File: config.mk
export PLATFORM = sky130hd
export DESIGN_NAME = welford_running_variance
export DESIGN_NICKNAME = d
export VERILOG_FILES = /design/src/rtl/wrv_pkg.sv /design/src/rtl/wrv_alu.sv /design/src/rtl/welford_running_variance.sv
export SDC_FILE = /design/constraint.sdc
export NUM_CORES = 2
export LEC_CHECK = 0
export BUFFER_PORTS_ARGS = -buffer_cell sky130_fd_sc_hd__buf_4
export CORE_AREA = 2 2 305 307
export CTS_CLUSTER_SIZE = 40
export DETAILED_ROUTE_END_ITERATION = 6
export DIE_AREA = 0 0 307 309
export HOLD_SLACK_MARGIN = 0.03
export PLACE_DENSITY = 0.61
export RECOVER_POWER = 25
export REMOVE_ABC_BUFFERS = 1
export SYNTH_ARGS = -nofsm -noshare
export SYNTH_HDL_FRONTEND = slang
export SYNTH_SLANG_ARGS = --single-unit
File: constraint.sdc
create_clock -name clk -period 7.6 [get_ports clk]
set_input_delay 0.76 -clock clk [delete_from_list [all_inputs] [get_ports clk]]
set_output_delay 0.76 -clock clk [all_outputs]
set_load 0.02 [all_outputs]
File: src/rtl/wrv_pkg.sv
package wrv_pkg;

  localparam int SAMPLE_W  = 32;
  localparam int DELTA_W   = SAMPLE_W + 1;
  localparam int COUNT_BITS = 32;
  localparam int COUNT_OUT_W = 32;
  localparam int ALU_W     = 64;
  localparam int DIVISOR_W = 32;
  localparam int STEP_W    = $clog2(ALU_W + 1);

  typedef enum logic [2:0] {
    S_IDLE,
    S_MEAN_GO,
    S_MEAN_WAIT,
    S_MUL_GO,
    S_MUL_WAIT,
    S_VAR_GO,
    S_VAR_WAIT,
    S_FINISH
  } state_t;

  typedef enum logic {
    ALU_DIV,
    ALU_MUL
  } alu_op_t;

  typedef struct packed {
    logic              start;
    alu_op_t           op;
    logic [STEP_W-1:0] steps;
  } alu_cmd_t;

endpackage

File: src/rtl/wrv_alu.sv
module wrv_alu (
  input  logic                    clk,
  input  logic                    rst,
  input  wrv_pkg::alu_cmd_t       cmd,
  input  logic [wrv_pkg::ALU_W-1:0] a,
  input  logic [wrv_pkg::ALU_W-1:0] b,
  output logic                    done,
  output logic [wrv_pkg::ALU_W-1:0] result
);
  import wrv_pkg::*;

  logic [ALU_W-1:0]  acc;
  logic [ALU_W-1:0]  sh;
  logic [ALU_W-1:0]  opb;
  logic [STEP_W-1:0] cnt;
  logic              busy;
  alu_op_t           op;

  logic [ALU_W-1:0] add_x;
  logic [ALU_W-1:0] add_y;
  logic             add_cin;
  logic [ALU_W:0]   sum;
  logic             ge;

  always_comb begin
    if (op == ALU_DIV) begin
      add_x   = ALU_W'({acc[DIVISOR_W-1:0], sh[ALU_W-1]});
      add_y   = ~opb;
      add_cin = 1'b1;
    end else begin
      add_x   = acc;
      add_y   = opb;
      add_cin = 1'b0;
    end
    sum = {1'b0, add_x} + {1'b0, add_y} + (ALU_W+1)'(add_cin);
    ge  = sum[ALU_W];
  end

  always_ff @(posedge clk) begin
    if (rst) begin
      busy <= 1'b0;
      done <= 1'b0;
      cnt  <= '0;
      op   <= ALU_DIV;
    end else begin
      done <= 1'b0;
      if (cmd.start) begin
        busy <= 1'b1;
        cnt  <= cmd.steps;
        op   <= cmd.op;
      end else if (busy) begin
        cnt <= cnt - STEP_W'(1);
        if (cnt == STEP_W'(1)) begin
          busy <= 1'b0;
          done <= 1'b1;
        end
      end
    end
  end

  always_ff @(posedge clk) begin
    if (cmd.start) begin
      acc <= '0;
      sh  <= a;
      opb <= b;
    end else if (busy) begin
      if (op == ALU_DIV) begin
        acc <= ge ? sum[ALU_W-1:0] : add_x;
        sh  <= {sh[ALU_W-2:0], ge};
      end else begin
        if (sh[0]) begin
          acc <= sum[ALU_W-1:0];
        end
        opb <= {opb[ALU_W-2:0], 1'b0};
        sh  <= {1'b0, sh[ALU_W-1:1]};
      end
    end
  end

  assign result = (op == ALU_DIV) ? sh : acc;

  a_start_busy: assert property (@(posedge clk) disable iff (rst)
    cmd.start |=> busy && !done)
    else $error("unit not busy after start");

  a_done_idle: assert property (@(posedge clk) disable iff (rst)
    done |-> !busy)
    else $error("done raised while busy");

  a_done_pulse: assert property (@(posedge clk) disable iff (rst)
    done |=> !done)
    else $error("done longer than one cycle");

endmodule

File: src/rtl/welford_running_variance.sv
// Welford running mean and variance over signed Q16.16 samples. One item is
// in flight at a time: in_ready is high only while the block is idle, and a
// finished result waits in the output register while the next item is taken.
// The single shared add/subtract unit does the work in order: 33 steps for the
// mean division, 33 for the shift-add product and 64 for the variance division,
// which is skipped while fewer than two samples have been seen. The output
// register is loaded once it is free, and the next item can be taken after the
// block returns to idle. Count and M2 saturate; saturated is sticky until reset.
module welford_running_variance (
  input  logic        clk,
  input  logic        rst,
  input  logic        in_valid,
  output logic        in_ready,
  input  logic signed [31:0] sample,
  output logic        out_valid,
  input  logic        out_ready,
  output logic [31:0] sample_count,
  output logic signed [31:0] running_mean,
  output logic [63:0] sample_variance,
  output logic        saturated
);
  import wrv_pkg::*;

  localparam logic [COUNT_BITS-1:0] COUNT_MAX = {COUNT_BITS{1'b1}};

  state_t state, state_next;

  logic [COUNT_BITS-1:0]      count;
  logic signed [SAMPLE_W-1:0] mean_acc;
  logic [ALU_W-1:0]           sq_dev_sum;
  logic                       sat_flag;
  logic signed [SAMPLE_W-1:0] x;
  logic [DELTA_W-1:0]         mag_d;
  logic                       neg_d;

  alu_cmd_t         cmd;
  logic [ALU_W-1:0] alu_a;
  logic [ALU_W-1:0] alu_b;
  logic             alu_done;
  logic [ALU_W-1:0] alu_result;

  logic                      accept;
  logic [COUNT_BITS-1:0]     count_next;
  logic signed [DELTA_W-1:0] delta;
  logic signed [DELTA_W-1:0] delta2;
  logic [DELTA_W-1:0]        mag2;
  logic [DELTA_W-1:0]        q;
  logic signed [DELTA_W:0]   mean_wide;
  logic [ALU_W:0]            m2_sum;
  logic                      few;

  wrv_alu u_alu (
    .clk    (clk),
    .rst    (rst),
    .cmd    (cmd),
    .a      (alu_a),
    .b      (alu_b),
    .done   (alu_done),
    .result (alu_result)
  );

  assign accept   = in_valid && in_ready;
  assign in_ready = (state == S_IDLE);
  assign few      = (count < COUNT_BITS'(2));

  always_comb begin
    count_next = (count != COUNT_MAX) ? count + COUNT_BITS'(1) : count;
    delta      = DELTA_W'(sample) - DELTA_W'(mean_acc);
    delta2     = DELTA_W'(x) - DELTA_W'(mean_acc);
    mag2       = delta2[DELTA_W-1] ? DELTA_W'(-delta2) : DELTA_W'(delta2);
    q          = alu_result[DELTA_W-1:0];
    mean_wide  = (DELTA_W+1)'(mean_acc)
               + (neg_d ? -(DELTA_W+1)'(q) : (DELTA_W+1)'(q));
    m2_sum     = {1'b0, sq_dev_sum} + {1'b0, alu_result};
  end

  always_ff @(posedge clk) begin
    if (rst) begin
      state <= S_IDLE;
    end else begin
      state <= state_next;
    end
  end

  always_comb begin
    state_next = state;
    cmd.start  = 1'b0;
    cmd.op     = ALU_DIV;
    cmd.steps  = STEP_W'(DELTA_W);
    alu_a      = {mag_d, (ALU_W-DELTA_W)'(0)};
    alu_b      = ALU_W'(count);
    unique case (state)
      S_IDLE: begin
        if (accept) begin
          state_next = S_MEAN_GO;
        end
      end
      S_MEAN_GO: begin
        cmd.start  = 1'b1;
        state_next = S_MEAN_WAIT;
      end
      S_MEAN_WAIT: begin
        if (alu_done) begin
          state_next = S_MUL_GO;
        end
      end
      S_MUL_GO: begin
        cmd.start  = 1'b1;
        cmd.op     = ALU_MUL;
        alu_a      = ALU_W'(mag_d);
        alu_b      = ALU_W'(mag2);
        state_next = S_MUL_WAIT;
      end
      S_MUL_WAIT: begin
        if (alu_done) begin
          state_next = S_VAR_GO;
        end
      end
      S_VAR_GO: begin
        cmd.start  = !few;
        cmd.steps  = STEP_W'(ALU_W);
        alu_a      = sq_dev_sum;
        alu_b      = ALU_W'(count - COUNT_BITS'(1));
        state_next = few ? S_FINISH : S_VAR_WAIT;
      end
      S_VAR_WAIT: begin
        if (alu_done) begin
          state_next = S_FINISH;
        end
      end
      S_FINISH: begin
        if (!out_valid || out_ready) begin
          state_next = S_IDLE;
        end
      end
      default: state_next = S_IDLE;
    endcase
  end

  always_ff @(posedge clk) begin
    if (rst) begin
      count      <= '0;
      mean_acc   <= '0;
      sq_dev_sum <= '0;
      sat_flag   <= 1'b0;
      out_valid  <= 1'b0;
    end else begin
      if (accept) begin
        count <= count_next;
        if (count_next == COUNT_MAX) begin
          sat_flag <= 1'b1;
        end
      end
      if (state == S_MEAN_WAIT && alu_done) begin
        mean_acc <= mean_wide[SAMPLE_W-1:0];
      end
      if (state == S_MUL_WAIT && alu_done) begin
        if (m2_sum[ALU_W]) begin
          sq_dev_sum <= '1;
          sat_flag   <= 1'b1;
        end else begin
          sq_dev_sum <= m2_sum[ALU_W-1:0];
        end
      end
      if (state == S_FINISH && (!out_valid || out_ready)) begin
        out_valid <= 1'b1;
      end else if (out_ready) begin
        out_valid <= 1'b0;
      end
    end
  end

  always_ff @(posedge clk) begin
    if (accept) begin
      x     <= sample;
      neg_d <= delta[DELTA_W-1];
      mag_d <= delta[DELTA_W-1] ? DELTA_W'(-delta) : DELTA_W'(delta);
    end
    if (state == S_FINISH && (!out_valid || out_ready)) begin
      sample_count    <= COUNT_OUT_W'(count);
      running_mean    <= mean_acc;
      sample_variance <= few ? '0 : alu_result;
      saturated       <= sat_flag;
    end
  end

  a_accept_busy: assert property (@(posedge clk) disable iff (rst)
    accept |=> state == S_MEAN_GO)
    else $error("item accepted without starting work");

  a_sat_sticky: assert property (@(posedge clk) disable iff (rst)
    sat_flag |=> sat_flag)
    else $error("saturation flag dropped");

  a_var_zero: assert property (@(posedge clk) disable iff (rst)
    out_valid && sample_count < 32'd2 |-> sample_variance == '0)
    else $error("variance nonzero below two samples");

endmodule
==> impl_metrics.env <==
export IMPL_rrSetupSlack_ns=1.00
export IMPL_num_vias=34000
export IMPL_final_core_util_pct=46.0
export IMPL_yosys_area_top_type="edfxtp_1"
export IMPL_path_class="flop to flop"
export IMPL_syn_area_um2=38300
export IMPL_period_share_pct=86.8
export IMPL_drtIter0Drc=3195
export IMPL_grt_pass1_vias=31800
export IMPL_worstMarginPinSlew_ns=3.96
export IMPL_final_nets=4732
export IMPL_final_max_slew_viol_count=202
export IMPL_finalHoldViolCount=0
export IMPL_cts_tree="done"
export IMPL_outcome="complete, but fails checks"
export IMPL_p_sw_share_pct=32.5
export IMPL_cts_sinks=530
export IMPL_hold_class="input port to flop"
export IMPL_dp_hpwl_um=94500
export IMPL_cp_slowest_cell="a21boi_0"
export IMPL_path_cells="clkinv_1 -> a21boi_0 -> ha_1 -> o21ai_0 -> or2_2 -> nor2_1 -> o21ai_0 -> nand2_1 -> xnor2_1 -> ha_1 -> a21o_1 -> a2111oi_0 -> nor2_1 -> a311o_1 -> a221o_1 -> o311ai_0 -> a31oi_1 -> xor2_1 -> nand2_1 -> a21oi_1"
export IMPL_initial_utilization_pct=41.9
export IMPL_routedWlPerCell_um=22.3
export IMPL_combPwrFrac_pct=24.3
export IMPL_required_ns=7.93
export IMPL_dieArea_um2=94900
export IMPL_ir_drop_uv=200
export IMPL_clock_skew_ns=0.0299
export IMPL_vias_per_cell=5.97
export IMPL_synth_cell_types=82
export IMPL_fp_coreArea_um2=91400
export IMPL_crit_path_max_fanout=43
export IMPL_grt_pass1_wl_um=192000
export IMPL_worstSetupStartpointType="flop"
export IMPL_cap_violations=3
export IMPL_rows=111
export IMPL_pwr_share_seq_pct=38.7
export IMPL_dr_pass1_iters=6
export IMPL_hold_ws_ns=0.398
export IMPL_ys_seq_area_share_pct=36.2
export IMPL_ys_ff_latch=530
export IMPL_clk_pin_slew_worst_paths_ns=0.06
export IMPL_routed_wl_um=127000
export IMPL_min_period_ns=6.60
export IMPL_areaGrowthSynthToFinish_pct=9.73
export IMPL_synth_async_reset_ratio_pct=0
export IMPL_violations="max-capacitance violations, max-slew violations"
export IMPL_yosysMostFrequentCell="a21oi_1"
export IMPL_ctsRootBufferMaster="clkbuf_16"
export IMPL_route_antenna_remaining_nets=0
export IMPL_ios=167
export IMPL_rsz0062_at_grt="false"
export IMPL_synth_common_cells="a21oi_1, nor2_1, edfxtp_1, nand2_1, o21ai_0"
export IMPL_powerDensity_nw_per_um2=216
export IMPL_htreeDepth=3
export IMPL_synth_top_cells_by_area="edfxtp_1, dfxtp_1, ha_1, a21oi_1, xnor2_1"
export IMPL_grt_usage_pct=26.1
export IMPL_cp_slowest_stage_delay_ns=0.69
export IMPL_gp_congestion=0.949
export IMPL_clock_tree_buffer_depth=3
export IMPL_n_antenna_cell=0
export IMPL_ctsHoldBuffers=0
export IMPL_die_y_um=309
export IMPL_antenna_found_initial=5
export IMPL_yosysTopAreaCellShare_pct=25.3
export IMPL_synth_yosys_warnings=0
export IMPL_max_slew_margin_pct=-164
export IMPL_arrival_ns=6.93
export IMPL_clock_fmax_mhz=152
export IMPL_p_clk_share_pct=37.0
export IMPL_setup_viol=0
export IMPL_synth_edf_count=323
export IMPL_drc=0
export IMPL_power_leakage_nw=16.0
export IMPL_postCtsSetupBuffers=0
export IMPL_port_buffer_count=166
export IMPL_layout_drive_gt1_share_pct=5.76
export IMPL_switchingPower_mw=2.95
export IMPL_clk_latency_ns=0.64
export IMPL_syn_mean_instance_area_um2=8.60
export IMPL_cts_resized=0
export IMPL_gr_total_overflow=0
export IMPL_grt_max_degree=177
export IMPL_intPower_mw=6.11
export IMPL_synth_cells=4450
export IMPL_cp_end_kind="flop"
export IMPL_cts_inserted_buffers=67
export IMPL_die_width_um=307
export IMPL_synth_ff_type="edfxtp_1"
routing by layer:
layer  global-route usage [%]  up-vias  part of all wire, %
met5                        0        -                0.018
met4                     9.30        4                  3.9
met3                     3.20      205                  5.8
met2                     42.3     1105                   45
met1                     35.9    16300                   45
li1                         -    16400                    -
cells in the final DEF, fill, tap and decap left out, drive strengths merged, types with 31 or more instances in the layout:
cell type / netlist / layout
nand2: 323 / 323
nor4: 31 / 31
nor2b: 123 / 123
a21oi: 432 / 432
nor3: 184 / 184
nand2b: 37 / 37
a221oi: 77 / 77
edfxtp: 323 / 323
nand4: 39 / 39
ha: 229 / 229
o31ai: 42 / 42
mux2i: 38 / 38
o21ai: 265 / 265
a211oi: 91 / 91
xnor2: 246 / 246
or2: 64 / 64
dfxtp: 207 / 207
a31oi: 36 / 36
buf: 28 / 33
xor2: 121 / 121
a21o: 145 / 145
clkbuf: 228 / 260
o21a: 32 / 32
and2: 59 / 59
o21bai: 40 / 40
and3: 49 / 49
inv: 156 / 162
nor2: 386 / 386
or3: 35 / 35
nand3: 87 / 87
cell families after synthesis:
family / count (synthesis) / share of synthesized area, %
compound gates: 1354 / 22.6
xor+xnor: 367 / 8.39
fa+ha+maj: 234 / 7.74
buf+inv: 413 / 4.13
flops: 530 / 36.2
mux: 62 / 1.70
simple gates: 1490 / 19.3
worst max-delay path, delay by kind of cell (launching register included):
family	cells	cell delay, ns
AO/OA/AOI/OAI	10	3.26
XOR/XNOR	2	0.35
adder cells (fa/ha/maj)	2	0.62
buffers and inverters	1	0.56
flip-flops	1	0.68
AND/OR/NAND/NOR	5	0.80
final timing paths:
check / startpoint / endpoint / depth (start not counted)
worst max register to register: u_alu.op / mean_acc[30] / 20
worst min register to register: u_alu.acc[60] / u_alu.acc[60] / 2
worst max-delay path: u_alu.op / mean_acc[30] / 20
worst min-delay path: sample[12] / x[12] / 1
sequential cells by signal, summed over array words and instances, names as in the netlist:
signal and cells:
state 3, mean_acc 32, u_alu.opb 64, neg_d 1, count 32, out_valid 1
u_alu.cnt 7, running_mean 32, sat_flag 1, u_alu.op 1, sq_dev_sum 64, u_alu.done 1
sample_count 32, u_alu.busy 1, u_alu.sh 64, sample_variance 64, saturated 1, u_alu.acc 64
mag_d 33, x 32
power by group through the flow:
| stage | Combinational [mW] | Clock, mW | Sequential, mW |
|---|---|---|---|
| after detailed placement | 2.17 | 0 | 3.55 |
| after global placement | 2.17 | 0 | 3.55 |
| after global routing | 2.42 | 3.53 | 3.51 |
| final | 2.21 | 3.35 | 3.51 |
| after CTS | 2.18 | 3.42 | 3.49 |
| after floorplan | 1.62 | 0 | 3.42 |
stage by stage:
step                      setup TNS, ns  instance area (µm²)  setup WS, ns  cells  power (mW)
final                                 0                42000          1.00   5701        9.06
after global placement                0                40400          1.36   5579        5.72
after global routing                  0                42000         0.418   5701        9.46
after floorplan                -1031.83                37300         -4.90   4194        5.05
after detailed placement              0                40400          1.28   5579        5.72
after CTS                             0                42600          1.22   5701        9.10
area by class of cell:
type | instances | area [µm²]
inverter | 157 | 589
fill | 9106 | 49400
clock buffer | 94 | 1970
multi-input combinational | 3507 | 22900
clock inverter | 28 | 315
sequential | 530 | 13800
tap | 1186 | 1480
timing repair buffer | 199 | 896
Note: power is estimated with default switching activity, not from simulation.
